### src/hdl/blvm_pkg.sv
// types and constants shared by the battery low-voltage monitor
package blvm_pkg;

  // configuration register indexes
  localparam int unsigned CfgIdxW = 3;
  localparam logic [CfgIdxW-1:0] CFG_VOLTAGE_GAIN   = 3'd0;
  localparam logic [CfgIdxW-1:0] CFG_VOLTAGE_OFFSET = 3'd1;
  localparam logic [CfgIdxW-1:0] CFG_CELL_COUNT     = 3'd2;
  localparam logic [CfgIdxW-1:0] CFG_LOW_THR        = 3'd3;
  localparam logic [CfgIdxW-1:0] CFG_VERY_LOW_THR   = 3'd4;
  localparam logic [CfgIdxW-1:0] CFG_MAX_LOW_THR    = 3'd5;

  localparam int unsigned CfgDataW = 16;
  localparam int unsigned AdcW     = 12;
  localparam int unsigned GainW    = 16;
  localparam int unsigned CellW    = 4;
  localparam int unsigned ThrW     = 13;
  localparam int unsigned MvW      = 16;
  localparam int unsigned PackThrW = ThrW + CellW;
  localparam int unsigned AccW     = 20;
  localparam int unsigned SumW     = 25;
  localparam int unsigned InDataW  = 16;
  localparam int unsigned OutDataW = 40;

  // thresholds: low, very low, max low; max low also decides presence
  localparam int unsigned NumThr   = 3;
  localparam int unsigned MaxLevel = 4;
  localparam int unsigned LedLevel = 2;

  localparam logic [GainW-1:0] GAIN_RESET   = 16'd256;
  localparam logic [MvW-1:0]   OFFSET_RESET = 16'd0;
  localparam logic [CellW-1:0] CELLS_RESET  = 4'd3;
  localparam logic [ThrW-1:0]  LOW_RESET    = 13'd3500;
  localparam logic [ThrW-1:0]  VLOW_RESET   = 13'd3400;
  localparam logic [ThrW-1:0]  MLOW_RESET   = 13'd3300;

  // divide by 11: multiply by ceil(2^29 / 11), exact for sums below 2^25
  localparam int unsigned RecipW     = 26;
  localparam int unsigned RecipShift = 29;
  localparam logic [RecipW-1:0] RECIP_ELEVEN = 26'd48806447;
  localparam int unsigned QuoW = SumW + RecipW;

  localparam logic [3:0] LOW_BEEP_RATE  = 4'd10;
  localparam logic [5:0] VLOW_BEEP_RATE = 6'd50;

  typedef struct packed {
    logic load;
    logic mul;
    logic scale;
    logic filt;
    logic div;
    logic commit;
  } cmd_t;

endpackage

### src/hdl/blvm_ctrl.sv
// sequencer for the monitor: input/output handshake and per-item step commands
module blvm_ctrl (
  input  logic           clk_i,
  input  logic           rst_ni,
  input  logic           s_valid_i,
  output logic           s_ready_o,
  output logic           m_valid_o,
  input  logic           m_ready_i,
  output blvm_pkg::cmd_t cmd_o
);

  localparam logic [2:0] ST_IDLE  = 3'd0;
  localparam logic [2:0] ST_MUL   = 3'd1;
  localparam logic [2:0] ST_SCALE = 3'd2;
  localparam logic [2:0] ST_FILT  = 3'd3;
  localparam logic [2:0] ST_DIV   = 3'd4;
  localparam logic [2:0] ST_DONE  = 3'd5;

  logic [2:0] state_q, state_d;
  logic       m_valid_q, m_valid_d;
  logic       commit;

  assign s_ready_o = (state_q == ST_IDLE);
  assign m_valid_o = m_valid_q;
  // finished item goes out once the output register is free or being drained
  assign commit = (state_q == ST_DONE) && (!m_valid_q || m_ready_i);

  always_comb begin
    cmd_o        = '0;
    cmd_o.load   = (state_q == ST_IDLE) && s_valid_i;
    cmd_o.mul    = (state_q == ST_MUL);
    cmd_o.scale  = (state_q == ST_SCALE);
    cmd_o.filt   = (state_q == ST_FILT);
    cmd_o.div    = (state_q == ST_DIV);
    cmd_o.commit = commit;
  end

  always_comb begin
    state_d = state_q;
    unique case (state_q)
      ST_IDLE:  if (s_valid_i) state_d = ST_MUL;
      ST_MUL:   state_d = ST_SCALE;
      ST_SCALE: state_d = ST_FILT;
      ST_FILT:  state_d = ST_DIV;
      ST_DIV:   state_d = ST_DONE;
      ST_DONE:  if (commit) state_d = ST_IDLE;
      default:  state_d = ST_IDLE;
    endcase
  end

  always_comb begin
    m_valid_d = m_valid_q;
    if (commit) begin
      m_valid_d = 1'b1;
    end else if (m_ready_i) begin
      m_valid_d = 1'b0;
    end
  end

  always_ff @(posedge clk_i or negedge rst_ni) begin
    if (!rst_ni) begin
      state_q   <= ST_IDLE;
      m_valid_q <= 1'b0;
    end else begin
      state_q   <= state_d;
      m_valid_q <= m_valid_d;
    end
  end

endmodule

### config.mk
export PLATFORM = sky130hd
export DESIGN_NAME = blvm_ctrl
export DESIGN_NICKNAME = d
export VERILOG_FILES = /design/src/hdl/blvm_pkg.sv /design/src/hdl/blvm_ctrl.sv
export SDC_FILE = /design/constraint.sdc
export NUM_CORES = 1
export LEC_CHECK = 0
export BUFFER_PORTS_ARGS = -buffer_cell sky130_fd_sc_hd__buf_4
export CELL_PAD_IN_SITES_DETAIL_PLACEMENT = 0
export CELL_PAD_IN_SITES_GLOBAL_PLACEMENT = 1
export CORE_AREA = 2 2 39 41
export CTS_BUF_LIST = sky130_fd_sc_hd__clkbuf_8
export DETAILED_ROUTE_END_ITERATION = 16
export DIE_AREA = 0 0 41 43
export GPL_TIMING_DRIVEN = 0
export PLACE_DENSITY_LB_ADDON = 0.08
export SLEW_MARGIN = 20
export SYNTH_ARGS = -nofsm -noshare
export SYNTH_HDL_FRONTEND = slang
export SYNTH_SLANG_ARGS = --single-unit
### constraint.sdc
create_clock -name clk_i -period 2.3 [get_ports clk_i]
set_input_delay 0.23 -clock clk_i [delete_from_list [all_inputs] [get_ports clk_i]]
set_output_delay 0.23 -clock clk_i [all_outputs]
set_load 0.01 [all_outputs]
* Word-level counts from Yosys, hierarchy flattened *
Index checks and enable logic that the tools add are counted.

cells by class
  multiplexer cells = 5
  reduce and logical (&&, ||, !) cells = 7
  equality and inequality tests = 7

operator list
  cell                count
  $pmux 3 s6          1
  $eq 3x2->1 const B  2
  $eq 3x3->1 const B  2
  $mux 3              2
  $ne 2x2->1 const B  2
  $eq 3x1->1 const B  1
  $logic_not 3->1     1
  $logic_and 1x1->1   2
  $mux 1              2
  $reduce_and 2->1    1
  $reduce_bool 2->1   1
  $logic_not 1->1     1
  $logic_or 1x1->1    1

storage, ports and cells
  flip-flop bits (word level) = 4

* Longest topological paths before layout *
Gate-level depths: netlist (run 1).

  depth after elaboration = 5
  depth in mapped cells = 5
  gate-level depth less buffers = 3

* Worst setup path before layout (run 1) *
No wires, ideal clock.

  path type = register to output
  start point = register state_q[0]
  end point = output port cmd_o[5] in the netlist's numbering
  setup slack = 1110 ps
  cell stages (with the launch flop) = 4
  data arrival time = 960 ps
  cell sequence = dfrtp_1 -> buf_2 -> nor3_2 -> and2_1

RTL lines
  what                    RTL line         RTL
  start, declared         blvm_ctrl.sv:19  logic [2:0] state_q, state_d;
  start signal, assigned  blvm_ctrl.sv:65  state_q <= state_d;
  end, declared           blvm_ctrl.sv:9   output blvm_pkg::cmd_t cmd_o

* Worst setup path after layout (run 1) *
  start point = register state_q[1]
  end point = output port cmd_o[0] in the netlist's numbering

on the way
  longest elaborated chain between the ends = 2

RTL lines
  what               RTL line         RTL
  $eq 3x3->1         blvm_ctrl.sv:26  assign commit = (state_q == ST_DONE) && (!m_valid_q || m_ready_i);
  $logic_and 1x1->1  blvm_ctrl.sv:26

No other way between the ends.

==> flow_summary.yaml, run 1 <==
status:
  status: "completed"
power_and_ir_drop:
  p_int_uw: 374
  powerDensity_mw_per_mm2: 1430
  swShare_pct: 35.3
  p_comb_share_pct: 54.7
  seq_power_share_pct: 19.8
  peakVddDrop_v: 0.000383
  clkPwrFrac_pct: 25.5
  switchingPower_uw: 204
  p_leak_uw: 0.000198
synth:
  ys_seq_area_share_pct: 39.8
  synth_common_cells: "dfrtp_1, nand2_1"
  synth_top_area_cell: "dfrtp_1"
  synth_edf_count: 0
  synth_cells: 27
  synth_ff_type: "dfrtp_1"
  synth_seq_cells: 4
  yosysTopAreaCellShare_pct: 39.8
  synth_nets: 31
  avgSynthCellArea_um2: 9.31
  syn-cell-area_um2: 251
  yosysMostFrequentCell: "dfrtp_1"
  synth_top_cells_by_area: "dfrtp_1, buf_4, nor3b_1"
  synth_warnings: 0
  synth_cell_types: 18
  synthArstFlopShare_pct: 100
clock_tree:
  cts_htree_levels: 1
  cts_tree: "built"
  cts_sinks: 4
  path_clk_slew_ns: 0.03
  cts_buffers: 3
  clockBufferDepth: 2
  clock_latency_ns: 0.22
  cts_root_buffer: "clkbuf_8"
grt:
  grt_overflow: 0
  antenna_found_initial: 0
  grt_max_degree: 11
  grt_pass1_wl_um: 883
  grt_usage_pct: 8.27
  grt_pass1_vias: 196
die:
  start_util_pct: 18.2
  die_w_um: 41
  coreArea_mm2: 0.00138
  die_y_um: 43
  dieArea_mm2: 0.00176
  ioPinCount: 12
  rows: 14
final_layout:
  area_delta_synth_final_pct: 61.2
  regArea_um2: 100
  multi_input_area_um2: 116
  final_util_pct: 29.3
  fillCellCount: 150
  layout-drive-gt1-share_pct: 52.4
  fin_area_um2: 405
  antenna_cells: 0
  nets: 48
timing:
  tightest_slew_ns: 0.240
  finalCritPeriodShare_pct: 63.3
  fin_hold_ws_ns: 0.293
  min_period_ns: 1.46
  setup_viol: 0
  slew_headroom_pct: 84.0
  fin_setup_tns_ns: 0
  slew_violations: 0
  fmax_mhz: 687
  fin_skew_ns: 0.00370
  rsz0062_at_grt: "no"
  hold_viol: 0
placement:
  dp_hpwl_um: 447
  port_buffers: 11
  globalplace.congestion: 0.659
  placed_area_um2: 354
routing:
  drt-pass1-iter-count: 2
  post_drt_wl_per_cell_um: 10.0
  drtIter0Drc: 1
  num_vias: 230
  routed_wl_um: 581
  vias_per_cell: 3.97
  ant_nets: 0
  drc: 0
worst_setup_path:
  cp_max_fo: 7
  path_class: "reg -> out"
  cp-start-kind: "flip-flop"
  worstSetupEndpointType: "output pin"
  arrival_ns: 1.23
  worstPathRequired_ns: 2.07
  r2r_slack_ns: 1.30
run:
  drv_cap: 0
worst_hold_path:
  hold_path_class: "in -> reg"
[worst max-delay path, stage by stage (launching register included)]
cell     delay [ns]
dfrtp_1        0.36
buf_4          0.16
inv_2          0.08
nand3_1        0.10
nor2_1         0.10
buf_4          0.11
buf_4          0.10
[stage by stage]
stage / total power, uW / setup WS [ns] / std cells
2_1_floorplan: 319 / 1.11 / 27
3_3_place_gp: 427 / 1.08 / 54
3_5_place_dp: 432 / 1.08 / 54
4_1_cts: 587 / 0.840 / 58
5_1_grt: 626 / 0.765 / 58
6_report: 578 / 0.844 / 58
[flip-flops by register name, indices dropped and copies added, names as in the netlist]
signal,count
m_valid_o,1
state_q,3
[power by group through the flow]
stage	logic [uW]	registers [uW]	clock network (uW)
2_1_floorplan	204	115	0
4_1_cts	320	114	153
5_1_grt	351	116	159
3_5_place_dp	317	114	0
6_report	316	114	147
3_3_place_gp	314	113	0
[cells by family (layout without fill, tap and decap cells)]
logic type	Yosys count	after routing	share of synthesized area, %
AO/OA/AOI/OAI	2	2	6.97
XOR/XNOR	1	1	3.48
buffers and inverters	5	20	13.9
flip-flops	4	4	39.8
AND/OR/NAND/NOR	15	15	35.8
[cell type report]
cell class / instances / area share, %
well taps: 16 / 4.94
repair buffers: 12 / 22.8
inverters: 1 / 0.926
multi-input cells: 18 / 28.7
plain buffers: 4 / 7.72
clock buffers: 3 / 10.2
flip-flops and latches: 4 / 24.7
[per-layer routing]
layer	GRT usage, %	wire length (um)	vias up
met4	8.00	0	0
met3	3.14	50	0
met2	10.6	265	9
met1	9.77	266	99
met5	0	0	-
li1	-	-	122
[layout by cell type, fill, tap and decap left out, drive strengths merged, types with 2 or more instances in the layout]
cell | Yosys | final
buf | 4 | 15
dfrtp | 4 | 4
nand2 | 3 | 3
clkbuf | 0 | 3
nor3 | 3 | 3
nor3b | 3 | 3
nor2 | 2 | 2
[repair_timing]
item	CTS	global route
hold buffers	1	0
resized for setup	0	0
buffers inserted	0	0
endpoints found under the hold margin	4	0
[worst paths after layout]
path | start | end | cells past startpoint
min in group asynchronous | rst_ni | m_valid_o | 2
min | m_ready_i | m_valid_o | 3
max reg2reg | state_q[0] | state_q[2] | 3
max | state_q[1] | cmd_o[0] | 6
max in group asynchronous | rst_ni | state_q[0] | 2
min reg2reg | m_valid_o | m_valid_o | 2
(Power assumes the default switching activity.)
==> run 2, diff against run 1 <==
--- a/config.mk
+++ b/config.mk
@@ -5,6 +5,7 @@
 export SDC_FILE = /design/constraint.sdc
 export NUM_CORES = 1
 export LEC_CHECK = 0
+export ABC_AREA = 1
 export BUFFER_PORTS_ARGS = -buffer_cell sky130_fd_sc_hd__buf_4
 export CELL_PAD_IN_SITES_DETAIL_PLACEMENT = 0
 export CELL_PAD_IN_SITES_GLOBAL_PLACEMENT = 1
==> constraint.sdc (replaced) <==
create_clock -name clk_i -period 1.2 [get_ports clk_i]
set_input_delay 0.12 -clock clk_i [delete_from_list [all_inputs] [get_ports clk_i]]
set_output_delay 0.12 -clock clk_i [all_outputs]
set_load 0.01 [all_outputs]
==> flow_summary.yaml, run 2 <==
status:
  status: "finished with violations"
  violations: "negative setup slack"
final_layout:
  regArea_um2: 104
  antenna_cells: 0
  largest_reg_flops: 3
  multi_input_area_um2: 140
  top_register: "state_q"
  area_delta_synth_final_pct: 107
  layout_commonest_cell: "buf_4"
  layout-drive-gt1-share_pct: 64.0
  nets: 56
  fin_area_um2: 494
  fillCellCount: 152
  final_cell_mix: "buf_4, nor2_1, buf_6"
synth:
  synth_nets: 35
  synth_cell_types: 12
  yosysTopAreaCellShare_pct: 41.9
  synthArstFlopShare_pct: 100
  synth_cells: 31
  syn-cell-area_um2: 239
  ys_seq_area_share_pct: 41.9
  synth_warnings: 0
  synth_ff_type: "dfrtp_1"
  synth_top_cells_by_area: "dfrtp_1, nor3_2, nor2_1"
  synth_edf_count: 0
  synth_seq_cells: 4
  synth_common_cells: "nor2_1, dfrtp_1, inv_1, nand2_1, nor3_2"
  yosysMostFrequentCell: "nor2_1"
  avgSynthCellArea_um2: 7.71
  synth_top_area_cell: "dfrtp_1"
power_and_ir_drop:
  powerDensity_mw_per_mm2: 2860
  p_leak_uw: 0.000237
  power.total_uw: 1410
  peakVddDrop_v: 0.000870
die:
  start_util_pct: 17.3
  rows: 14
  dieArea_mm2: 0.00176
  ioPinCount: 12
  die_w_um: 41
  die_y_um: 43
  coreArea_mm2: 0.00138
placement:
  placed_area_um2: 342
  place_ws_ns: 0.0864
  dp_hpwl_um: 432
  port_buffers: 11
  globalplace.congestion: 0.779
timing:
  setup_ws_ns: -0.0415
  slew_violations: 0
  finalCritPeriodShare_pct: 103
  slew_headroom_pct: 83.3
  hold_viol: 0
  fin_hold_ws_ns: 0.109
  fin_skew_ns: 0.00178
  rsz0062_at_grt: "yes"
  tightest_slew_ns: 0.250
  setup_viol: 4
  fmax_mhz: 805
  min_period_ns: 1.24
clock_tree:
  clock_latency_ns: 0.22
  path_clk_slew_ns: 0.03
  clockBufferDepth: 2
  cts_htree_levels: 1
  cts_root_buffer: "clkbuf_8"
  cts_buffers: 3
  cts_sinks: 4
  cts_tree: "built"
routing:
  dr_wl_met3_um: 32
  num_vias: 270
  drc: 0
  ant_nets: 0
  routed_wl_um: 701
  drt-pass1-iter-count: 2
  drtIter0Drc: 2
  vias_per_cell: 4.09
  post_drt_wl_per_cell_um: 10.6
  top_layer: "met4"
  wl_met2_um: 384
  wl_met1_um: 252
worst_setup_path:
  crit_start: "state_q[0]"
  path_class: "reg -> out"
  worstReg2RegStart: "state_q[1]"
  worstSetupEndpointType: "output pin"
  worstPathRequired_ns: 1.08
  arrival_ns: 1.12
  cp-start-kind: "flip-flop"
  cp_max_fo: 3
grt:
  grt_pass1_wl_mm: 1.14
  grt_usage_pct: 10.4
  grt_pass1_vias: 298
  antenna_found_initial: 0
  grt_max_degree: 7
  grt_overflow: 0
worst_hold_path:
  hold_path_startpoint: "m_ready_i"
  hold_path_class: "in -> reg"
run:
  drv_cap: 0
-- run 2: worst max-delay path: stages, from the launching register on --
cell and delay [ns]:
dfrtp_2 0.40, inv_4 0.06, buf_12 0.12, nor3_4 0.19, buf_6 0.13
-- run 2: report_power, final --
part           internal (uW)  leakage [uW]  switching [uW]  total (uW)
Combinational            439      0.000168             370         810
Sequential               203     0.0000474             105         307
Clock                    215     0.0000216            81.2         296
-- run 2: per-stage QoR --
stage | setup TNS [ns] | std cells | util (%)
after floorplan | 0 | 31 | -
after global placement | 0 | 58 | 24.7
after detailed placement | 0 | 58 | 24.7
after CTS | -0.203 | 65 | 34.4
after global routing | -0.361 | 66 | 35.7
final | -0.143 | 66 | 35.7
-- run 2: metal layers --
metal	track usage (%)	vias up
met5	0	-
met4	12.0	0
met3	1.57	3
met2	15.9	7
met1	10.1	125
li1	-	135
-- run 2: timing repair --
action                                  CTS  global route
hold endpoints to repair                  4             0
buffers inserted                          4             1
pin swaps                                 6             3
gates resized for setup                  13             4
hold buffers                              1             0
endpoints found under the setup margin    4             7
-- run 2: layout make-up --
cell class	instances	share of cell area (%)
clock buffers	3	8.35
multi-input cells	20	28.4
inverters	6	5.57
well taps	16	4.05
repair buffers	17	32.7
flip-flops and latches	4	21.0
-- run 2: worst paths after layout --
check | to | slack, ns | depth (start not counted)
hold / removal | m_valid_o | 0.11 | 2
max in group asynchronous | state_q[0] | 0.86 | 2
min in group asynchronous | state_q[1] | 0.23 | 2
setup / recovery | cmd_o[4] | -0.04 | 4
hold reg to reg | m_valid_o | 0.55 | 2
setup reg to reg | state_q[1] | 0.12 | 4
-- run 2: logic make-up after synthesis --
| group | Yosys count | share of synthesized area [%] |
|---|---|---|
| AO/OA/AOI/OAI | 3 | 6.28 |
| flip-flops | 4 | 41.9 |
| AND/OR/NAND/NOR | 17 | 39.3 |
| buffers and inverters | 7 | 12.6 |
